`src/rtl/core/mtc_pkg.sv`:
```
// Package for the machine timer: request codes, register offsets,
// control bits and the item and result structures. No dependencies.
`timescale 1ns / 1ps

package mtc_pkg;

	typedef enum logic [1:0] {
		REQ_TICK  = 2'd0,
		REQ_READ  = 2'd1,
		REQ_WRITE = 2'd2
	} req_e_t;

	localparam logic [11:0] OFF_CNT_LO = 12'h000;
	localparam logic [11:0] OFF_CNT_HI = 12'h004;
	localparam logic [11:0] OFF_CMP_LO = 12'h008;
	localparam logic [11:0] OFF_CMP_HI = 12'h00C;
	localparam logic [11:0] OFF_SRST   = 12'hFF0;
	localparam logic [11:0] OFF_CTRL   = 12'hFF8;
	localparam logic [11:0] OFF_SIP    = 12'hFFC;

	localparam int unsigned CTRL_PAUSE   = 0;
	localparam int unsigned CTRL_AUTOCLR = 1;

	localparam logic [15:0] DIV_RESET = 16'd1;

	typedef struct packed {
		logic [1:0]  req_type;
		logic [11:0] addr;
		logic [31:0] wdata;
	} item_t;

	typedef struct packed {
		logic [31:0] rdata;
		logic        timer_irq;
		logic        soft_irq;
	} result_t;

	typedef struct packed {
		logic advance;
		logic fire;
	} flow_t;

endpackage

```
`src/rtl/core/mtc_in_stage.sv`:
```
// Input register of the machine timer: holds one accepted request.
// Depends on mtc_pkg.
`timescale 1ns / 1ps

module mtc_in_stage (
	input  logic                clk,
	input  logic                arst_n,
	input  logic                s_tvalid,
	output logic                s_tready,
	input  logic [47:0]         s_tdata,
	input  logic [1:0]          s_tuser,
	input  logic                advance,
	output logic                valid_s1,
	output mtc_pkg::item_t      item_s1
);

	logic load;

	assign s_tready = !valid_s1 || advance;
	assign load     = s_tvalid && s_tready;

	always_ff @(posedge clk or negedge arst_n) begin
		if (!arst_n) begin
			valid_s1 <= 1'b0;
		end else if (load) begin
			valid_s1 <= 1'b1;
		end else if (advance) begin
			valid_s1 <= 1'b0;
		end
	end

	always_ff @(posedge clk) begin
		if (load) begin
			item_s1.req_type <= s_tuser;
			item_s1.addr     <= s_tdata[11:0];
			item_s1.wdata    <= s_tdata[43:12];
		end
	end

endmodule

```
`src/rtl/core/mtc_core.sv`:
```
// Timer state and its per-request update: counter, compare, prescaler,
// control, software-interrupt and soft-reset words. Depends on mtc_pkg.
`timescale 1ns / 1ps

module mtc_core (
	input  logic                clk,
	input  logic                arst_n,
	input  mtc_pkg::flow_t      flow,
	input  mtc_pkg::item_t      item_s1,
	input  logic                cfg_we,
	input  logic [15:0]         cfg_div,
	output mtc_pkg::result_t    result
);

	logic [63:0] count_q, count_n;
	logic [63:0] cmp_q, cmp_n;
	logic [15:0] presc_q, presc_n;
	logic [31:0] ctrl_q, ctrl_n;
	logic [31:0] sip_q, sip_n;
	logic [31:0] srst_q, srst_n;
	logic [15:0] div_q;
	logic [15:0] div_eff;
	logic [16:0] presc_inc;
	logic [31:0] rd;
	logic        match;

	assign div_eff   = (div_q == 16'd0) ? 16'd1 : div_q;
	assign presc_inc = {1'b0, presc_q} + 17'd1;

	always_comb begin
		count_n = count_q;
		cmp_n   = cmp_q;
		presc_n = presc_q;
		ctrl_n  = ctrl_q;
		sip_n   = sip_q;
		srst_n  = srst_q;
		rd      = 32'd0;
		unique case (mtc_pkg::req_e_t'(item_s1.req_type))
			mtc_pkg::REQ_TICK: begin
				if (!ctrl_q[mtc_pkg::CTRL_PAUSE]) begin
					if (presc_inc >= {1'b0, div_eff}) begin
						presc_n = 16'd0;
						count_n = count_q + 64'd1;
					end else begin
						presc_n = presc_inc[15:0];
					end
				end
			end
			mtc_pkg::REQ_READ: begin
				unique case (item_s1.addr)
					mtc_pkg::OFF_CNT_LO: rd = count_q[31:0];
					mtc_pkg::OFF_CNT_HI: rd = count_q[63:32];
					mtc_pkg::OFF_CMP_LO: rd = cmp_q[31:0];
					mtc_pkg::OFF_CMP_HI: rd = cmp_q[63:32];
					mtc_pkg::OFF_SRST:   rd = srst_q;
					mtc_pkg::OFF_CTRL:   rd = ctrl_q;
					mtc_pkg::OFF_SIP:    rd = sip_q;
					default:             rd = 32'd0;
				endcase
			end
			mtc_pkg::REQ_WRITE: begin
				unique case (item_s1.addr)
					mtc_pkg::OFF_CNT_LO: begin
						count_n = {count_q[63:32], item_s1.wdata};
						presc_n = 16'd0;
					end
					mtc_pkg::OFF_CNT_HI: begin
						count_n = {item_s1.wdata, count_q[31:0]};
						presc_n = 16'd0;
					end
					mtc_pkg::OFF_CMP_LO: cmp_n  = {cmp_q[63:32], item_s1.wdata};
					mtc_pkg::OFF_CMP_HI: cmp_n  = {item_s1.wdata, cmp_q[31:0]};
					mtc_pkg::OFF_SRST:   srst_n = item_s1.wdata;
					mtc_pkg::OFF_CTRL:   ctrl_n = item_s1.wdata;
					mtc_pkg::OFF_SIP:    sip_n  = item_s1.wdata;
					default: begin
					end
				endcase
			end
			default: begin
			end
		endcase

		match = (cmp_n != 64'd0) && (count_n >= cmp_n);
		if (match && ctrl_n[mtc_pkg::CTRL_AUTOCLR]) begin
			count_n = 64'd0;
			presc_n = 16'd0;
		end

		result.rdata     = rd;
		result.timer_irq = match;
		result.soft_irq  = sip_n[0];
	end

	always_ff @(posedge clk or negedge arst_n) begin
		if (!arst_n) begin
			count_q <= 64'd0;
			cmp_q   <= 64'd0;
			presc_q <= 16'd0;
			ctrl_q  <= 32'd0;
			sip_q   <= 32'd0;
			srst_q  <= 32'd0;
		end else if (flow.fire) begin
			count_q <= count_n;
			cmp_q   <= cmp_n;
			presc_q <= presc_n;
			ctrl_q  <= ctrl_n;
			sip_q   <= sip_n;
			srst_q  <= srst_n;
		end
	end

	always_ff @(posedge clk or negedge arst_n) begin
		if (!arst_n) begin
			div_q <= mtc_pkg::DIV_RESET;
		end else if (cfg_we) begin
			div_q <= cfg_div;
		end
	end

endmodule

```
`src/rtl/core/mtc_out_stage.sv`:
```
// Result register of the machine timer and the stall control that
// moves the input register forward. Depends on mtc_pkg.
`timescale 1ns / 1ps

module mtc_out_stage (
	input  logic                clk,
	input  logic                arst_n,
	input  logic                valid_s1,
	input  mtc_pkg::result_t    result,
	output mtc_pkg::flow_t      flow,
	output logic                m_tvalid,
	input  logic                m_tready,
	output logic [39:0]         m_tdata
);

	logic             m_valid_q;
	mtc_pkg::result_t res_q;

	assign flow.advance = !m_valid_q || m_tready;
	assign flow.fire    = valid_s1 && flow.advance;

	always_ff @(posedge clk or negedge arst_n) begin
		if (!arst_n) begin
			m_valid_q <= 1'b0;
		end else if (flow.advance) begin
			m_valid_q <= valid_s1;
		end
	end

	always_ff @(posedge clk) begin
		if (flow.fire) begin
			res_q <= result;
		end
	end

	assign m_tvalid = m_valid_q;
	assign m_tdata  = {6'd0, res_q.soft_irq, res_q.timer_irq, res_q.rdata};

endmodule

```
`src/rtl/core/machine_timer_with_compare.sv`:
```
// Machine timer with 64-bit counter and compare behind 32-bit registers.
// The result passes through the input register, then the result register;
// throughput one request per cycle while the receiver does not stall, set by the
// combinational counter update and compare between the two registers.
// Reset: asynchronous active low; all timer words clear, divisor returns to 1.
`timescale 1ns / 1ps

module machine_timer_with_compare (
	input  logic        clk,
	input  logic        arst_n,
	input  logic        s_tvalid,
	output logic        s_tready,
	input  logic [47:0] s_tdata,   // addr[11:0], wdata[43:12], zero pad
	input  logic [1:0]  s_tuser,   // req_type[1:0]
	output logic        m_tvalid,
	input  logic        m_tready,
	output logic [39:0] m_tdata,   // rdata[31:0], timer_irq[32], soft_irq[33], zero pad
	input  logic        cfg_valid,
	output logic        cfg_ready,
	input  logic [15:0] cfg_data   // tick_divisor
);

	logic             valid_s1;
	mtc_pkg::item_t   item_s1;
	mtc_pkg::result_t result;
	mtc_pkg::flow_t   flow;

	assign cfg_ready = 1'b1;

	mtc_in_stage u_in (
		.clk      (clk),
		.arst_n   (arst_n),
		.s_tvalid (s_tvalid),
		.s_tready (s_tready),
		.s_tdata  (s_tdata),
		.s_tuser  (s_tuser),
		.advance  (flow.advance),
		.valid_s1 (valid_s1),
		.item_s1  (item_s1)
	);

	mtc_core u_core (
		.clk     (clk),
		.arst_n  (arst_n),
		.flow    (flow),
		.item_s1 (item_s1),
		.cfg_we  (cfg_valid && cfg_ready),
		.cfg_div (cfg_data),
		.result  (result)
	);

	mtc_out_stage u_out (
		.clk      (clk),
		.arst_n   (arst_n),
		.valid_s1 (valid_s1),
		.result   (result),
		.flow     (flow),
		.m_tvalid (m_tvalid),
		.m_tready (m_tready),
		.m_tdata  (m_tdata)
	);

endmodule

```
`config.mk`:
```
export PLATFORM = sky130hd
export DESIGN_NAME = machine_timer_with_compare
export DESIGN_NICKNAME = d
export VERILOG_FILES = /design/src/rtl/core/mtc_pkg.sv /design/src/rtl/core/mtc_in_stage.sv /design/src/rtl/core/mtc_core.sv /design/src/rtl/core/mtc_out_stage.sv /design/src/rtl/core/machine_timer_with_compare.sv
export SDC_FILE = /design/constraint.sdc
export NUM_CORES = 1
export LEC_CHECK = 0
export BUFFER_PORTS_ARGS = -buffer_cell sky130_fd_sc_hd__buf_2
export CAP_MARGIN = 10
export CORE_ASPECT_RATIO = 1.1
export CORE_MARGIN = 10
export CORE_UTILIZATION = 40
export CTS_CLUSTER_DIAMETER = 60
export CTS_CLUSTER_SIZE = 28
export DETAILED_ROUTE_END_ITERATION = 7
export PLACE_DENSITY_LB_ADDON = 0.1
export SETUP_SLACK_MARGIN = 0.3
export SYNTH_ARGS = -nofsm -noshare
export SYNTH_HDL_FRONTEND = slang
export SYNTH_HIERARCHICAL = 1
export SYNTH_SLANG_ARGS = --single-unit
```
`constraint.sdc`:
```
create_clock -name clk -period 17.3 [get_ports clk]
set_clock_uncertainty 0.1 [all_clocks]
set_input_delay 1.73 -clock clk [delete_from_list [all_inputs] [get_ports clk]]
set_output_delay 1.73 -clock clk [all_outputs]
set_load 0.05 [all_outputs]
```
==> results of run 1 <==
-- logic make-up after synthesis --
logic type | count (synthesis) | share of synthesized area, %
AND/OR/NAND/NOR | 567 | 14.7
AO/OA/AOI/OAI | 556 | 20.5
flip-flops | 338 | 45.9
buffers and inverters | 176 | 3.76
multiplexers | 165 | 9.20
adder cells (fa/ha/maj) | 82 | 5.31
XOR/XNOR | 14 | 0.635
other | 2 | 0.0389
-- per-layer routing --
layer,global-route usage (%),vias to the layer above,share of wire (%)
met5,0.0867,-,0.015
met4,11.7,2,4.8
met3,4.78,181,7.2
met2,40.0,755,46
met1,32.9,8449,42
li1,-,7475,-
-- placed cells by master, fill, tap and decap left out, types with 8 or more instances in the layout --
cell	count
a21o_1	12
or4_1	10
nand2_1	112
nand4_1	40
a222oi_1	32
a22oi_1	65
xnor2_1	8
clkbuf_16	39
mux2_2	99
and2_1	9
edfxtp_1	80
o22ai_1	19
a31oi_1	44
or3_1	14
a311oi_1	14
nand3_1	51
a21oi_1	129
dfrtp_1	257
a22o_1	35
nand2b_1	11
inv_1	40
o221ai_1	8
nor2_1	170
buf_4	47
and3_1	24
a211oi_1	26
o32ai_1	20
o31ai_1	13
nor2b_1	15
o21ai_0	56
o21a_1	10
ha_1	82
buf_2	101
nor3_1	33
mux2i_1	65
nor4_1	32
-- per-stage QoR --
stage	hold slack, ns	setup WS, ns
6_report	0.408	9.17
5_1_grt	0.420	8.79
4_1_cts	0.413	9.35
3_5_place_dp	0.395	9.40
3_3_place_gp	0.388	9.46
2_1_floorplan	0.380	11.28
-- report_power, final --
part           switching [mW]  leakage (nW)  internal, mW
clock network           0.414         0.664         0.479
registers               0.155          3.98         0.907
logic                   0.263          4.53         0.157
total                   0.832          9.17          1.54
-- worst max path at each step --
stage                       from            endpoint  slack [ns]  depth (start not counted)
2_1_floorplan  u_core/presc_q[0]   u_core/count_q[1]       11.28                         26
3_3_place_gp   u_core/presc_q[0]  u_core/count_q[22]        9.46                         25
3_5_place_dp   u_core/presc_q[0]  u_core/count_q[22]        9.40                         25
4_1_cts        u_core/presc_q[0]  u_core/count_q[22]        9.35                         25
5_1_grt        u_core/presc_q[0]  u_core/count_q[22]        8.79                         25
6_report       u_core/presc_q[0]  u_core/count_q[22]        9.17                         25
-- registers in the layout (all words and copies together), names as in the netlist --
name	flops
u_in/valid_s1	1
u_core/div_q	16
u_core/count_q	64
u_core/cmp_q	64
u_core/srst_q	32
u_core/sip_q	32
u_out/m_tdata	34
u_out/m_tvalid	1
u_core/ctrl_q	32
u_core/presc_q	16
u_in/item_s1	46
-- synth_stat cells (8+ instances only) --
| master | count |
|---|---|
| ha_1 | 82 |
| a22o_1 | 35 |
| xnor2_1 | 8 |
| o221ai_1 | 8 |
| or4_1 | 11 |
| dfrtp_1 | 257 |
| a211oi_1 | 26 |
| o21ai_0 | 56 |
| nand2_1 | 112 |
| mux2i_1 | 65 |
| buf_1 | 11 |
| a31oi_1 | 44 |
| a222oi_1 | 32 |
| a22oi_1 | 65 |
| nor3_1 | 33 |
| clkbuf_1 | 102 |
| and3_1 | 26 |
| nor2b_1 | 15 |
| a21oi_1 | 130 |
| buf_4 | 10 |
| a311oi_1 | 14 |
| nor2_1 | 175 |
| mux2_2 | 99 |
| nor4_1 | 34 |
| o21a_1 | 10 |
| nand2b_1 | 11 |
| nand4_1 | 40 |
| inv_1 | 41 |
| o32ai_1 | 20 |
| or3_1 | 14 |
| edfxtp_1 | 80 |
| nand3_1 | 51 |
| o22ai_1 | 19 |
| a21o_1 | 12 |
| buf_2 | 8 |
| and2_1 | 9 |
| o31ai_1 | 13 |
-- final cells by class --
class / instances / area (um^2)
well taps: 645 / 807
clock inverters: 28 / 370
multi-input cells: 1391 / 9810
fillers: 4467 / 26000
repair buffers: 149 / 873
flip-flops and latches: 338 / 8860
inverters: 41 / 154
clock buffers: 40 / 990
-- critical path, delay by kind of cell (launching register included) --
kind / cells / cell delay (ns)
flip-flops: 1 / 0.44
AND/OR/NAND/NOR: 12 / 2.97
AO/OA/AOI/OAI: 7 / 2.73
adder cells (fa/ha/maj): 3 / 0.90
XOR/XNOR: 1 / 0.17
buffers and inverters: 2 / 0.67
==> impl_metrics.ini, run 1 <==
[sta]
setup_viol = 0
finalSetupTns_ns = 0
rsz0062_at_grt = false
min_period_ns = 8.13
hold_viol_final = 0
worst_pin_slew_ns = 1.22
layout_worst_path_cycle_share_pct = 47.0
slew_headroom_pct = 18.7
drv_slew = 0
fmax_mhz = 123

[yosys]
synth_edf_count = 80
netlist_area_um2 = 19300
syn_area_per_cell_um2 = 10.2
yosysWarnings = 6
synth_top_area_share_pct = 33.3
syn_inst = 1900
ys_types = 87
synth-seq-cells = 338
synthFlopType = dfrtp_1
async_flop_share_pct = 76.3
synth_top_cell_by_area = dfrtp_1
yosysSeqAreaShare_pct = 45.9
synth_area_leaders = dfrtp_1 (33%), edfxtp_1 (12%), mux2_2 (5.8%), ha_1 (5.3%), nor2_1 (3.4%)

[drt]
drtIter0Drc = 1756
wl_per_cell_um = 28.2
vias = 16900
post-route-drc-count = 0
drt_wl_total_um = 74300
final_antenna_net_count = 0
vias_per_cell = 6.41
drtPass1Iterations = 6

[clock_network]
post_cts_buffers = 0
clock_latency_ns = 0.58
h-tree-depth = 2
cts_hold_buf = 0
cts.sinks = 338
clk_transition_reported_paths_ns = 0.07
tritoncts = built
cts_buffer_depth = 3
cts_resized = 0
root_buffer = clkbuf_16
cts_inserted_buffers = 37

[setup_path]
worstPathRequired_ns = 17.66
reg2reg_depth = 25
worst_setup_path_end_kind = flip-flop
cp_slowest_stage_delay_ns = 0.74
r2r_start = u_core/presc_q[0]
cp_max_fo = 27
slowest_stage = a2111oi_0
criticalPathCategory = reg2reg
cp.arrival_ns = 8.49
regToRegSetupSlack_ns = 9.17
critPathLaunchType = flip-flop
r2r-end = u_core/count_q[22]

[finish]
final_cell_count_no_fill = 2632
drive_above_1_share_pct = 18.1
area_growth_syn_to_layout_pct = 13.2
num_antenna_cells = 0
final_cell_area_um2 = 21900
finalNetCount = 2111
final_util_pct = 45.7

[floorplan]
core_um2 = 47800
dieHeight_um = 250
ioPinCount = 114
fp-row-count = 84
start_util_pct = 40.4
die_area_um2 = 57500
fp.dieW_um = 229

[global_route]
grt_pass1_wl_um = 111000
grt.overflow.total = 0
first_global_vias = 16900
grt_max_degree = 73
grt_antenna_before_repair = 2
track_usage_pct = 25.3

[power]
p_leak_nw = 9.17
ir_drop_mv = 0.0632
total_power_mw = 2.38
power.density_nw_per_um2 = 109

[min_path]
min_path_cells = 1
hold_path.class = reg2reg
worstHoldEndpoint = u_core/ctrl_q[7]
min-delay-start = u_core/ctrl_q[7]

[placement]
dp.cells = 2564
io_buffers = 102
hpwl_um = 51200
place_area_um2 = 20500
place.gp.congestion = 0.985

[run_status]
status = finished clean

[flow_run]
drv_cap = 0
Note: power is estimated with default switching activity, not from simulation.
==> run 2: changes to the inputs <==
Settings changed: ABC_AREA set to 1.
Clock period 17.3 ns to 7.8 ns, I/O delays scaled along.
==> run 2 against run 1 <==
  * Die area increased by 12%
  * Sequential cell count stayed put
  * Critical path depth grew 5
  * Area after synthesis grew 13%
  * First-iteration DRC count is 36% higher
  * Routed wire length increased by 29%
  * Synthesized cell count grew 58%
  * Setup slack got worse by 8.1 ns
  * Maximum frequency is 21% higher
  * Sequential power is 120% higher
  * Utilization shrank 0.58 points
  * Cell count is 44% higher
  * Highest routed layer is now met4
==> impl_metrics.ini, run 2 <==
[global_route]
first_global_vias = 20800
grt.overflow.total = 0
grt_max_degree = 127
grt_antenna_before_repair = 2
grt_pass1_wl_um = 141000
track_usage_pct = 29.1

[yosys]
syn_inst = 3004
synth_top_area_share_pct = 29.5
synth_top_cell_by_area = dfrtp_1
yosysSeqAreaShare_pct = 40.6
yosysWarnings = 6
synth_commonest_cells = nand2_1 (908), inv_1 (353), dfrtp_1 (257)
synth_edf_count = 80
async_flop_share_pct = 76.3
ys_types = 53
synthMostInstantiatedCell = nand2_1
synthFlopType = dfrtp_1
netlist_area_um2 = 21800
synth_area_leaders = dfrtp_1 (29%), nand2_1 (16%), edfxtp_1 (11%), inv_1 (6.1%), o21ai_0 (4.9%)
syn_area_per_cell_um2 = 7.26
synth-seq-cells = 338

[clock_network]
clk_transition_reported_paths_ns = 0.07
clock_latency_ns = 0.63
cts_hold_buf = 0
h-tree-depth = 2
tritoncts = built
cts_inserted_buffers = 39
root_buffer = clkbuf_16
post_cts_buffers = 0
cts_resized = 0
cts_buffer_depth = 3
cts.sinks = 338

[setup_path]
worstPathRequired_ns = 8.18
slowest_stage = nor3_1
cp_max_fo = 40
crit_path_frequent_cell = nand2_1
cp_slowest_stage_delay_ns = 0.52
cp.arrival_ns = 7.10
critPathLaunchType = flip-flop
criticalPathCategory = reg2reg
worst_setup_path_end_kind = flip-flop

[finish]
area_growth_syn_to_layout_pct = 11.3
finalNetCount = 3173
final_common_cell = nand2_1
final_util_pct = 45.1
final_cell_mix = nand2_1 (907), inv_1 (351), dfrtp_1 (257)
reg_top3 = u_core/cmp_q: 64 flops, u_core/count_q: 64 flops, u_in/item_s1: 46 flops
drive_above_1_share_pct = 8.65

[power]
power.density_nw_per_um2 = 237
p_leak_nw = 11.0
ir_drop_mv = 0.184

[floorplan]
start_util_pct = 40.5
fp-row-count = 89
ioPinCount = 114
fp.dieW_um = 243
core_um2 = 53800
dieHeight_um = 265
die_area_um2 = 64300

[drt]
vias_per_cell = 5.77
final_antenna_net_count = 0
vias = 21800
post-route-drc-count = 0
drtPass1Iterations = 7
drt_wl_total_um = 95900
drtIter0Drc = 2385
wl_per_cell_um = 25.4

[sta]
min_period_ns = 6.72
finalSetupTns_ns = 0
setup_viol = 0
slew_headroom_pct = 17.7
worst_pin_slew_ns = 1.23
layout_worst_path_cycle_share_pct = 86.2
rsz0062_at_grt = false
hold_viol_final = 0
fmax_mhz = 149
drv_slew = 0

[run_status]
status = finished clean

[flow_run]
drv_cap = 0

[placement]
io_buffers = 102
hpwl_um = 70100
place.gp.congestion = 1.04

[min_path]
hold_path.class = in2async
==> run 2: changes by cell type after synthesis, moves of 43 or more <==
| cell | before | now |
|---|---|---|
| inv_1 | 41 | 353 |
| nand2_1 | 112 | 908 |
| mux2i_1 | 65 | 0 |
| nand3_1 | 51 | 138 |
| nand4_1 | 40 | 138 |
| mux2_2 | 99 | 0 |
| o21ai_1 | 4 | 47 |
| o21ai_0 | 56 | 213 |
==> run 2: logic make-up after synthesis <==
kind of cell    synth area share (%)
compound gates                  14.4
simple gates                    28.8
fa+ha+maj                       4.70
flops                           40.6
buf+inv                         9.98
other cells                   0.0344
xor+xnor                        1.41
==> run 2: worst paths after layout <==
path,cells past startpoint,end,slack (ns),start
max in group asynchronous,2,u_core/count_q[28],6.12,arst_n
worst min-delay path,1,u_core/ctrl_q[12],0.09,arst_n
min in group clk,1,u_in/item_s1[25],0.22,s_tdata[37]
worst max-delay path,30,u_core/count_q[35],1.08,u_core/presc_q[0]
worst max register to register,30,u_core/count_q[35],1.08,u_core/presc_q[0]
worst min register to register,2,u_core/ctrl_q[7],0.39,u_core/ctrl_q[7]
==> run 2: layer usage <==
layer,share of wire [%],vias to the layer above,wire (um),track usage [%]
met2,45,1006,43600,46.6
met4,6.9,0,6600,17.5
met5,0,-,0,0
li1,-,10000,-,-
met1,40,10500,38300,36.2
met3,7.7,249,7410,5.25
==> run 2: per-stage QoR <==
step                      power [mW]  area (um^2)  instances  setup slack (ns)  hold slack [ns]
after floorplan                 3.21        21800       3009              2.91            0.353
after global placement          3.74        22900       3707              1.22            0.366
after detailed placement        3.77        22900       3707              1.24            0.373
after CTS                       5.77        24300       3779              1.22           0.0929
after global routing            6.07        24300       3779             0.549            0.129
final                           5.77        24300       3783              1.08           0.0851
==> run 2: worst max-delay path: cells and delay by family (launching register included) <==
| kind | cells | cell delay, ns |
|---|---|---|
| AND/OR/NAND/NOR | 23 | 4.27 |
| buffers and inverters | 3 | 0.80 |
| adder cells (fa/ha/maj) | 2 | 0.68 |
| flip-flops | 1 | 0.42 |
| XOR/XNOR | 1 | 0.17 |
| AO/OA/AOI/OAI | 1 | 0.10 |
==> run 2: report_power, final <==
part | leakage, nW | internal, mW | switching [mW]
registers | 4.22 | 2.00 | 0.339
logic | 6.14 | 0.458 | 0.981
clock network | 0.675 | 1.01 | 0.979
==> run 2: area by class of cell <==
type	count	area, um^2
fillers	5577	29500
multi-input cells	2133	10900
flip-flops and latches	338	8860
inverters	362	1360
clock buffers	41	983
well taps	728	911
repair buffers	146	876
clock inverters	31	413
diodes	4	10.0
